## src/rtl/pcg64_distinct_pair_sampler_macros.svh

```systemverilog
// Assertion macros for the distinct-pair sampler.
// Included by the top level; needs i_clk and i_rst_n in the including scope.
`ifndef PCG64_DISTINCT_PAIR_SAMPLER_MACROS_SVH
`define PCG64_DISTINCT_PAIR_SAMPLER_MACROS_SVH

// Same-cycle implication, disabled while reset is held.
`define PDPS_ASSERT_IMP(lbl, ante, cons, msg) \
    lbl: assert property (@(posedge i_clk) disable iff (!i_rst_n) (ante) |-> (cons)) \
        else $error(msg);

// Next-cycle implication, disabled while reset is held.
`define PDPS_ASSERT_NXT(lbl, ante, cons, msg) \
    lbl: assert property (@(posedge i_clk) disable iff (!i_rst_n) (ante) |=> (cons)) \
        else $error(msg);

`endif

```

## src/rtl/pdps_pkg.sv

```systemverilog
// Shared types, constants and helper functions of the distinct-pair sampler.
// No dependencies; used by every module of the block.
package pdps_pkg;

    localparam int unsigned POP_W  = 32;
    localparam int unsigned SEED_W = 64;
    localparam int unsigned QDEPTH = 2;

    localparam logic [31:0] HM_INIT_A = 32'h43b0d7e5;
    localparam logic [31:0] HM_MULT_A = 32'h931e8875;
    localparam logic [31:0] HM_INIT_B = 32'h8b51f9dd;
    localparam logic [31:0] HM_MULT_B = 32'h58f38ded;
    localparam logic [31:0] MIX_L     = 32'hca01f9dd;
    localparam logic [31:0] MIX_R     = 32'h4973f715;
    localparam logic [127:0] LCG_MUL  = {64'd2549297995355413924, 64'd4865540595714422341};
    localparam int unsigned ROT_SHIFT = 58;
    localparam logic [3:0]  PP_LAST   = 4'd10;

    typedef struct packed {
        logic              bad;
        logic [POP_W-1:0]  population;
    } t_req;

    typedef struct packed {
        logic empty;
        logic full;
    } t_q_status;

    // Limb indices of the ten partial products of a 128 by 128 product kept mod 2^128.
    function automatic logic [1:0] pp_state_limb(input logic [3:0] step);
        logic [1:0] r;
        case (step)
            4'd0, 4'd1, 4'd3, 4'd6: r = 2'd0;
            4'd2, 4'd4, 4'd7:       r = 2'd1;
            4'd5, 4'd8:             r = 2'd2;
            default:                r = 2'd3;
        endcase
        return r;
    endfunction

    function automatic logic [1:0] pp_mul_limb(input logic [3:0] step);
        logic [1:0] r;
        case (step)
            4'd0, 4'd2, 4'd5, 4'd9: r = 2'd0;
            4'd1, 4'd4, 4'd8:       r = 2'd1;
            4'd3, 4'd7:             r = 2'd2;
            default:                r = 2'd3;
        endcase
        return r;
    endfunction

    function automatic logic [31:0] fold16(input logic [31:0] v);
        return v ^ (v >> 16);
    endfunction

endpackage

```

## src/rtl/pdps_front.sv

```systemverilog
// Front end: takes request beats and classifies them before queueing.
// Depends on pdps_pkg.
module pdps_front (
    input  logic                       i_clk,
    input  logic                       i_rst_n,
    input  logic                       s_axis_tvalid,
    output logic                       s_axis_tready,
    input  logic [pdps_pkg::POP_W-1:0] s_axis_tdata, // [31:0] population
    input  pdps_pkg::t_q_status        i_q_status,
    output logic                       o_push,
    output pdps_pkg::t_req             o_req
);
    import pdps_pkg::*;

    logic r_open;

    // The intake stays shut while reset is held and opens in the cycle after its release.
    always_ff @(posedge i_clk) begin
        if (!i_rst_n) begin
            r_open <= 1'b0;
        end else begin
            r_open <= 1'b1;
        end
    end

    assign s_axis_tready    = r_open && !i_q_status.full;
    assign o_push           = s_axis_tvalid && s_axis_tready;
    assign o_req.population = s_axis_tdata;
    assign o_req.bad        = (s_axis_tdata < POP_W'(2));
endmodule

```

## config.mk

```make
export PLATFORM = sky130hd
export DESIGN_NAME = pdps_front
export DESIGN_NICKNAME = d
export VERILOG_FILES = /design/src/rtl/pcg64_distinct_pair_sampler_macros.svh /design/src/rtl/pdps_pkg.sv /design/src/rtl/pdps_front.sv
export SDC_FILE = /design/constraint.sdc
export NUM_CORES = 1
export LEC_CHECK = 0
export BUFFER_PORTS_ARGS = -buffer_cell sky130_fd_sc_hd__buf_2
export CAP_MARGIN = 20
export CORE_UTILIZATION = 25
export CTS_CLUSTER_DIAMETER = 100
export DETAILED_ROUTE_END_ITERATION = 10
export PLACE_DENSITY = 0.83
export SYNTH_ARGS = -nofsm -noshare
export SYNTH_HDL_FRONTEND = slang
export SYNTH_SLANG_ARGS = --single-unit
```

## constraint.sdc

```tcl
create_clock -name i_clk -period 1.16 [get_ports i_clk]
set_input_delay 0.116 -clock i_clk [delete_from_list [all_inputs] [get_ports i_clk]]
set_output_delay 0.116 -clock i_clk [all_outputs]
set_load 0.01 [all_outputs]
```

==> Word-level counts from Yosys, hierarchy flattened <==
Cells that the tools add are included.
{ "op_classes": {"magnitude_cmp": 1, "reduce_logical": 3, "mux": 1} }
{ "op_table": {"columns": ["cell", "count"], "rows": [
  ["< comparator 32 x 2 -> 1 bit (second input constant)", 1],
  ["logical AND 1 bit", 2],
  ["logical NOT 1 bit", 1],
  ["two-way mux 1 bit", 1]
]} }
{ "word_totals": {"input_bits": 37, "reg_bits": 1, "wordCells": 6, "out_inout_bits": 35} }

==> Depth between registers and ports, before layout <==
{ "depth": {"word_depth": 3, "depth_mapped": 3, "depth_no_buf": 3} }

==> Least setup slack after synthesis <==
Ideal clock, no wire load.
{ "synth_timing": {"path_kind": "flip-flop to output port", "startpoint": "register r_open", "endpoint": "output port o_push", "path_buffers": 0, "setup_slack_ps": 330, "arrival_time_ps": 714, "stages_incl_launch_ff": 3, "required_ps": 1044, "path_cell_list": "dfxtp_1 -> nor2b_1 -> and2_1"} }
{ "synth_between": {"elab_chain_cells": 2} }
{ "synth_lines": {"columns": ["item", "line_no", "rtl"], "rows": [
  ["start, declared", "pdps_front.sv:15", "logic r_open;"],
  ["start signal, assigned", "pdps_front.sv:20", "r_open <= 1'b0;"],
  ["start signal, assigned", "pdps_front.sv:22", "r_open <= 1'b1;"],
  ["logical AND 1 bit", "pdps_front.sv:26", "assign s_axis_tready = r_open && !i_q_status.full;"],
  ["net s_axis_tready", "pdps_front.sv:7", "output logic s_axis_tready,"],
  ["logical AND 1 bit", "pdps_front.sv:27", "assign o_push = s_axis_tvalid && s_axis_tready;"],
  ["end, declared", "pdps_front.sv:10", "output logic o_push,"]
]} }
The timed path passes the listed nets, and every way through them passes these cells.

==> summary.md <==
| Metric | Value |
|---|---|
| Status | `finished, final reports clean` |
| Num rows | `13` |
| First-pass GRT wire length | `986 um` |
| Mapped cell area | `344.1 sq um` |
| Setup TNS | `0 ns` |
| Crit Path Class | `input port to output port` |
| Top post-synthesis cells by count | `buf_4 (32), nor4_1 (6), nand4_1 (2)` |
| #FFs+latches synth | `1` |
| GP Congestion | `0.6712` |
| Nature of the critical path endpoint | `output port` |
| I/O Buffers | `68` |
| Min-delay src | `i_rst_n` |
| Non-filler cells, final | `97` |
| Core footprint | `0.001285 sq mm` |
| Placed Instances | `97` |
| Syn-to-layout area delta | `34.55%` |
| Max Fclk | `987.7 MHz` |
| Worst-margin pin slew | `0.2796 ns` |
| Drt pass-1 iters | `1` |
| Most Frequent Cell on Critical Path | `buf_2` |
| Post-synth EDFFs | `0` |
| Avg WL per Cell | `7.825 um` |
| Min-delay worst type | `input port to flop` |
| Post-cts gate resize count | `0` |
| Leak | `0.0002900 uW` |
| Die W | `39.10 um` |
| Largest net degree at the start of global routing | `3` |
| Number of I/O pins | `72` |
| Post-CTS Repair Setup Buffers | `0` |
| Critical path fanouts, max | `2` |
| Via count | `398` |
| # diodes | `0` |
| RSZ-0062 raised after global routing | `no` |
| Rel. slew slack | `0.8119` |
| Main synth FF type | `dfxtp_1` |
| Hold path cells | `1` |
| Vias in the first global route | `298` |
| Max reg flops | `1` |
| Crit path largest cell delay | `0.31 ns` |
| Via density | `4.103` |
| CP Cell Sequence | `buf_2 -> nor4_1 -> nand4_1 -> nor2_1 -> buf_2` |
| Most frequent cell after synthesis | `buf_4` |
| Synth top area share | `0.6982` |
| Endpoints failing hold | `0` |
| Peak VDD IR | `0.0002634 V` |
| Syn_area_per_cell | `7.480 sq um` |
| Mapped Cells | `46` |
| Final Max Tran Viols | `0` |
| Cell area after layout | `462.9 sq um` |
| CTS Hold Bufs | `0` |
| Hold path endpoint | `r_open` |
| Fin crit share | `0.8728` |
| Initial Util | `0.2678` |
| Post-synthesis sequential area ratio | `0.05818` |
| Synth cell types | `9` |
| Layout cells sized above 1 | `0.8415` |
| Post-placement cell area | `462.9 sq um` |
| Die height | `39.10 um` |
| PwrDens | `431.2 mW/mm^2` |
| DR iter-0 viols | `0` |
| Final min period | `1.012 ns` |
| Post-DRT Antenna Nets | `0` |
| Top flop regs | `r_open (1)` |
| Max cap viols | `0` |
| Congestion Overflow GR | `0` |
| Nets | `121` |
| Synth area leader | `buf_4` |
| Yosys warning total | `0` |
| DP HPWL | `769.5 um` |
| Total power | `199.6 uW` |
| Slowest cell on the critical path | `nor4_1` |
| Worst EP required | `1.04 ns` |
| Post-synth ARST share | `0` |
| Nature of the critical path startpoint | `input port` |
| Clock Pin Slew Worst Setup and Hold Paths | `0 ns` |
| Finish-stage setup viols | `0` |
| Initial antenna violation count | `0` |
| Largest Register | `r_open` |
| Gr usage total | `0.08768` |
| Final wirelength | `759 um` |
| Die area | `0.001529 sq mm` |
| Syn Nets | `83` |
| WP data arrival | `0.90 ns` |
| # DRC | `0` |
| Utilization after layout | `0.3603` |
| Area contributors post-synth | `buf_4 (70%), nor4_1 (11%), dfxtp_1 (5.8%)` |
[cells by family after synthesis]
family | after synthesis | synth area share
buf+inv | 32 | 0.6982
simple gates | 13 | 0.2436
flops | 1 | 0.05818
[worst max-delay path: cells and delay by family]
family | cells | cell delay (ns)
buffers and inverters | 2 | 0.23
and+or+nand+nor | 3 | 0.55
[report_power, final]
group / leakage, uW / internal, uW / switching [uW]
Sequential: 0.00000844 / 37.0 / 0.346
Combinational: 0.000282 / 84.6 / 77.8
Clock: 0 / 0 / 0
[worst max-delay path by stage]
stage	to	start	slack, ns
floorplan	o_push	r_open	0.33
global placement	o_req[32]	s_axis_tdata[30]	0.1
detailed placement	o_req[32]	s_axis_tdata[30]	0.11
CTS	o_req[32]	s_axis_tdata[30]	0.11
global route	o_req[32]	s_axis_tdata[15]	0.05
finish	o_req[32]	s_axis_tdata[15]	0.15
[stage by stage]
stage / hold WS, ns / setup slack [ns]
finish: 0.2209 / 0.1475
floorplan: 0.1437 / 0.3300
global route: 0.2218 / 0.05490
CTS: 0.2206 / 0.1082
detailed placement: 0.2206 / 0.1082
global placement: 0.2205 / 0.09897
[placed cells by master, fill, tap and decap left out]
cell type / netlist / routed
nor2_1: 1 / 1
nand4_1: 2 / 2
buf_2: 0 / 68
and2_1: 1 / 1
dfxtp_1: 1 / 1
nor2b_1: 1 / 1
nor3_1: 1 / 1
nor4_1: 6 / 6
nor4_2: 1 / 1
[layer usage]
metal	GRT usage	vias up	wire length (um)	part of all wire
li1	-	198	-	-
met1	0.07797	160	207	0.27
met2	0.2125	40	426	0.56
met3	0	0	125	0.16
met4	0	0	0	0
met5	0	-	0	0
[layout make-up]
type | instances | area (sq um)
sequential | 1 | 20.02
timing repair buffer | 68 | 340.3
multi-input combinational | 13 | 83.83
fill | 151 | 822.0
tap | 15 | 18.77
No activity file was read; power rests on OpenSTA's default activity.
