[src/rtl/pcg64_distinct_pair_sampler_macros.svh]
// Assertion macros for the distinct-pair sampler.
// Included by the top level; needs i_clk and i_rst_n in the including scope.
`ifndef PCG64_DISTINCT_PAIR_SAMPLER_MACROS_SVH
`define PCG64_DISTINCT_PAIR_SAMPLER_MACROS_SVH

// Same-cycle implication, disabled while reset is held.
`define PDPS_ASSERT_IMP(lbl, ante, cons, msg) \
    lbl: assert property (@(posedge i_clk) disable iff (!i_rst_n) (ante) |-> (cons)) \
        else $error(msg);

// Next-cycle implication, disabled while reset is held.
`define PDPS_ASSERT_NXT(lbl, ante, cons, msg) \
    lbl: assert property (@(posedge i_clk) disable iff (!i_rst_n) (ante) |=> (cons)) \
        else $error(msg);

`endif

[src/rtl/pdps_pkg.sv]
// Shared types, constants and helper functions of the distinct-pair sampler.
// No dependencies; used by every module of the block.
package pdps_pkg;

    localparam int unsigned POP_W  = 32;
    localparam int unsigned SEED_W = 64;
    localparam int unsigned QDEPTH = 2;

    localparam logic [31:0] HM_INIT_A = 32'h43b0d7e5;
    localparam logic [31:0] HM_MULT_A = 32'h931e8875;
    localparam logic [31:0] HM_INIT_B = 32'h8b51f9dd;
    localparam logic [31:0] HM_MULT_B = 32'h58f38ded;
    localparam logic [31:0] MIX_L     = 32'hca01f9dd;
    localparam logic [31:0] MIX_R     = 32'h4973f715;
    localparam logic [127:0] LCG_MUL  = {64'd2549297995355413924, 64'd4865540595714422341};
    localparam int unsigned ROT_SHIFT = 58;
    localparam logic [3:0]  PP_LAST   = 4'd10;

    typedef struct packed {
        logic              bad;
        logic [POP_W-1:0]  population;
    } t_req;

    typedef struct packed {
        logic empty;
        logic full;
    } t_q_status;

    // Limb indices of the ten partial products of a 128 by 128 product kept mod 2^128.
    function automatic logic [1:0] pp_state_limb(input logic [3:0] step);
        logic [1:0] r;
        case (step)
            4'd0, 4'd1, 4'd3, 4'd6: r = 2'd0;
            4'd2, 4'd4, 4'd7:       r = 2'd1;
            4'd5, 4'd8:             r = 2'd2;
            default:                r = 2'd3;
        endcase
        return r;
    endfunction

    function automatic logic [1:0] pp_mul_limb(input logic [3:0] step);
        logic [1:0] r;
        case (step)
            4'd0, 4'd2, 4'd5, 4'd9: r = 2'd0;
            4'd1, 4'd4, 4'd8:       r = 2'd1;
            4'd3, 4'd7:             r = 2'd2;
            default:                r = 2'd3;
        endcase
        return r;
    endfunction

    function automatic logic [31:0] fold16(input logic [31:0] v);
        return v ^ (v >> 16);
    endfunction

endpackage

[src/rtl/pdps_queue.sv]
// Short request queue between the front end and the draw engine.
// Depends on pdps_pkg.
module pdps_queue #(
    parameter int unsigned DEPTH = pdps_pkg::QDEPTH
) (
    input  logic                i_clk,
    input  logic                i_rst_n,
    input  logic                i_push,
    input  pdps_pkg::t_req      i_req,
    input  logic                i_pop,
    output pdps_pkg::t_req      o_head,
    output pdps_pkg::t_q_status o_status
);
    import pdps_pkg::*;

    localparam int unsigned AW = (DEPTH > 1) ? $clog2(DEPTH) : 1;

    t_req             r_mem [DEPTH];
    logic [AW-1:0]    r_wr;
    logic [AW-1:0]    r_rd;
    logic [AW:0]      r_count;

    function automatic logic [AW-1:0] bump(input logic [AW-1:0] p);
        return (p == AW'(DEPTH - 1)) ? '0 : p + 1'b1;
    endfunction

    always_ff @(posedge i_clk) begin
        if (!i_rst_n) begin
            r_wr    <= '0;
            r_rd    <= '0;
            r_count <= '0;
        end else begin
            if (i_push) begin
                r_wr <= bump(r_wr);
            end
            if (i_pop) begin
                r_rd <= bump(r_rd);
            end
            if (i_push && !i_pop) begin
                r_count <= r_count + 1'b1;
            end else if (i_pop && !i_push) begin
                r_count <= r_count - 1'b1;
            end
        end
    end

    always_ff @(posedge i_clk) begin
        if (i_push) begin
            r_mem[r_wr] <= i_req;
        end
    end

    assign o_head         = r_mem[r_rd];
    assign o_status.empty = (r_count == '0);
    assign o_status.full  = (r_count == (AW+1)'(DEPTH));
endmodule

[config.mk]
export PLATFORM = sky130hd
export DESIGN_NAME = pdps_queue
export DESIGN_NICKNAME = d
export VERILOG_FILES = /design/src/rtl/pcg64_distinct_pair_sampler_macros.svh /design/src/rtl/pdps_pkg.sv /design/src/rtl/pdps_queue.sv
export SDC_FILE = /design/constraint.sdc
export NUM_CORES = 1
export LEC_CHECK = 0
export BUFFER_PORTS_ARGS = -buffer_cell sky130_fd_sc_hd__buf_2
export CAP_MARGIN = 20
export CELL_PAD_IN_SITES_DETAIL_PLACEMENT = 1
export CELL_PAD_IN_SITES_GLOBAL_PLACEMENT = 2
export CORE_ASPECT_RATIO = 0.8
export CORE_MARGIN = 2
export CORE_UTILIZATION = 37
export DETAILED_ROUTE_END_ITERATION = 10
export PLACE_DENSITY_LB_ADDON = 0.1
export SETUP_SLACK_MARGIN = 0.2
export SYNTH_ARGS = -nofsm -noshare
export SYNTH_HDL_FRONTEND = slang
export SYNTH_SLANG_ARGS = --single-unit
[constraint.sdc]
create_clock -name i_clk -period 3.1 [get_ports i_clk]
set_input_delay 0.465 -clock i_clk [delete_from_list [all_inputs] [get_ports i_clk]]
set_output_delay 0.465 -clock i_clk [all_outputs]
set_load 0.05 [all_outputs]
After elaboration in Yosys (flattened, before gate mapping)
Memories as Yosys holds them, arrays and structs flattened. A register that Yosys moved wholly into a read port is not among the register bits.
Index checks and enable logic that the tools add are counted.
- register bits after elaboration: 4
- memory bits (writable): 66
- output and inout port bits: 35
- word-level logic and storage cells: 23
- memories: 1
- add/sub/neg operators: 4
- eq/ne operators: 1
- multiplexer cells: 8
- reduce and logical (&&, ||, !) cells: 6
- memories (name ; words ; bits a word ; read ports ; clocked after Yosys merged registers in ; wr ports ; RTL line ; source):
    r_mem ; 2 ; 33 ; 1 ; 1 ; 1 ; pdps_queue.sv:18 ; t_req r_mem [DEPTH];
- operator list (cell ; count):
    2-to-1 mux 1 bit ; 6
    2-to-1 mux 2 bit ; 2
    adder 1 bit (second input constant) ; 2
    adder 2 x 1 -> 2 bit (second input constant) ; 1
    == test 2 bit (second input constant) ; 1
    logical AND 1 bit ; 2
    logical NOT 1 bit ; 2
    logical NOT 2 bit ; 1
    nonzero test 2 bit ; 1
    subtractor 2 x 1 -> 2 bit (second input constant) ; 1

Longest topological paths before layout
- word-level depth: 4
- depth in mapped cells: 5

Worst setup path before layout
OpenSTA, ideal clock, no wires.
- path kind: input to register
- from: input port i_push
- to: memory r_mem[0][0] (netlist name) (enable)
- library setup time: 428 ps
- arrival: 1986 ps
- slack: 685 ps
- stages on the path: 1
- path buffers: 0
- cell sequence: nor2b_1
- cells in the longest elaborated chain, start to end: 2
- RTL lines (item ; RTL line ; source):
    from (decl) ; pdps_queue.sv:8 ; input logic i_push,
    2-to-1 mux 1 bit ; pdps_queue.sv:48 ; if (i_push) begin
    2-to-1 mux 1 bit (implied by the code) ; pdps_queue.sv:49 ; r_mem[r_wr] <= i_req;
    to (decl) ; pdps_queue.sv:18 ;
Every way passes these cells.

==> run metrics <==
largest net degree at the start of global routing 35; Root Buffer Master clkbuf_8; maximum clock rate 434 MHz; Cells after Synth 125; Post-synth EDFFs 66; CTS resizes 0; row count 27; Syn-to-layout area delta 27.3%; Vias/cell 4.56; Post-synth top flop edfxtp_1; post-CTS setup buffers 0; Post-Route WL 4.70 mm; Post-DRT Antenna Nets 0; Worst Skew 0.00460 ns; Place WS 1.12 ns; clock buffer depth 2; async set or reset register ratio after synthesis 0; DR pass1 iterations 4; Netlist Area Pre-Place 0.00260 mm²; Num CTS Buffers 9; Sequential Power Share 0.469; max-slew violation count 0; synthesis-stage register bit count 71; Final period util 0.743; switching power 0.605 mW; CTS Hold Bufs 0; outcome complete, no violations; vias in the first global route 1459; routability cong. 0.747; yosys warns 0; PortBufs 71; Avg Cell Area, Syn 20.8 µm²; Worst-path clk slew 0.07 ns; Hold Crit Class in -> reg; layout cells sized above 1 0.587; commonest non-fill, non-tap cell in the layout buf_2; clock group share of total power 0.387; Final min period 2.30 ns; core area 0.00682 mm²; antenna cells 0; Sink Count 71; starting DRC count in detailed routing 99; critical path type reg -> out; power density of the placed cells 734 mW/mm²; MaxCap Viol Count 0; Rel. slew slack 0.354; Distinct cells, synth 17; Gate power share 0.144; CP max FO 33; FILL cells 681; first-pass GRT wire length 7.58 mm; final worst slack 0.796 ns; GRT Resource Usage Total 0.132; GRT Residual Overflow 0; sw frac 0.249; DIE WIDTH 97.7 µm; Worst setup EP type primary output; required time worst endpoint 2.63 ns; RSZ-0062 raised after global routing false; final setup violation count 0; CP startpoint kind flip-flop; leakage 1.25 nW; H-tree depth 3; Die Height 78.9 µm; Internal 1.82 mW; Worst EP arrival 1.84 ns; maximum vdd drop 0.000367 V; Clock Latency Late Sink 0.33 ns; vias 1346; die area 0.00771 mm²; syn_nets 163; Setup TNS 0 ns; CTS tree yes; Starting Density 0.381; most frequent cells in the layout buf_2, edfxtp_1, mux2_2; IO Count 72; per-cell routed wire length 15.9 µm; DRC 0; final net count 241; DPL Wire Length 3.09 mm; Hold Vio Cnt, Final 0; antenna violations before repair 0; post-synthesis sequential area ratio 0.802; worst slew pin tran 0.967 ns
[kinds of logic after synthesis]
group,Yosys count,synth area share
flops,71,0.802
mux,33,0.143
simple gates,9,0.0217
buf+inv,5,0.0111
compound gates,3,0.00771
xor+xnor,3,0.0101
fa+ha+maj,1,0.00482
[final timing paths]
kind                                         startpoint  cells after the start                       to  slack, ns
worst max-delay path                          flip-flop                      2               o_head[20]       0.80
worst min-delay path                          i_req[12]                      1   r_mem[1][12]$_DFFE_PP_       0.32
worst max register to register        r_wr$_SDFFE_PN0P_                      1    r_mem[0][2]$_DFFE_PP_       1.60
worst min register to register  r_count[1]$_SDFFE_PN0P_                      2  r_count[1]$_SDFFE_PN0P_       0.52
[critical path: stages, from the launching register on]
cell and delay [ns]:
dfxtp_2 0.86, mux2_2 0.43, buf_2 0.21
[routing by layer]
metal,share of wire,track usage,wire length [µm],up-vias
met4,0.0066,0.0375,31,0
met2,0.53,0.230,2480,48
met3,0.076,0.0678,358,4
li1,-,-,-,637
met1,0.39,0.143,1830,657
met5,0,0,0,-
[Yosys cell counts (2+ instances only)]
cell type,number,area share
and2_1,4,0.0096
buf_2,2,0.0039
buf_4,2,0.0058
dfxtp_1,5,0.039
edfxtp_1,66,0.76
mux2_2,33,0.14
nor2b_1,2,0.0048
xor2_1,2,0.0067
[state kept, by name, summed over array words and instances, names as in the netlist, named ones only]
signal	flops
r_mem	66
r_wr	1
r_rd	1
r_count	2
[power by group through the flow]
stage / combinational (mW) / sequential, mW / clock (mW)
3_5_place_dp: 0.354 / 1.16 / 0
2_1_floorplan: 0.284 / 1.14 / 0
4_1_cts: 0.355 / 1.14 / 0.962
3_3_place_gp: 0.349 / 1.16 / 0
5_1_grt: 0.370 / 1.14 / 1.00
6_report: 0.350 / 1.14 / 0.939
[cell type report]
cell class / count / area (µm²) / share of cell area
clock buffer: 9 / 124 / 0.0375
clock inverter: 7 / 135 / 0.0409
inverter: 1 / 3.75 / 0.00114
multi-input combinational: 49 / 495 / 0.150
sequential: 71 / 2080 / 0.630
tap: 87 / 109 / 0.0329
timing repair buffer: 71 / 355 / 0.107
[metrics by stage]
| stage | power, mW | instance area [µm²] | hold WS (ns) | utilization | std cells |
|---|---|---|---|---|---|
| global placement | 1.50 | 3050 | 0.480 | 0.446 | 279 |
| CTS | 2.46 | 3310 | 0.298 | 0.484 | 295 |
| finish | 2.43 | 3310 | 0.319 | 0.484 | 295 |
| detailed placement | 1.51 | 3050 | 0.512 | 0.446 | 279 |
| floorplan | 1.42 | 2600 | 0.466 | - | 125 |
| global route | 2.52 | 3310 | 0.289 | 0.484 | 295 |
(Power assumes the default switching activity.)
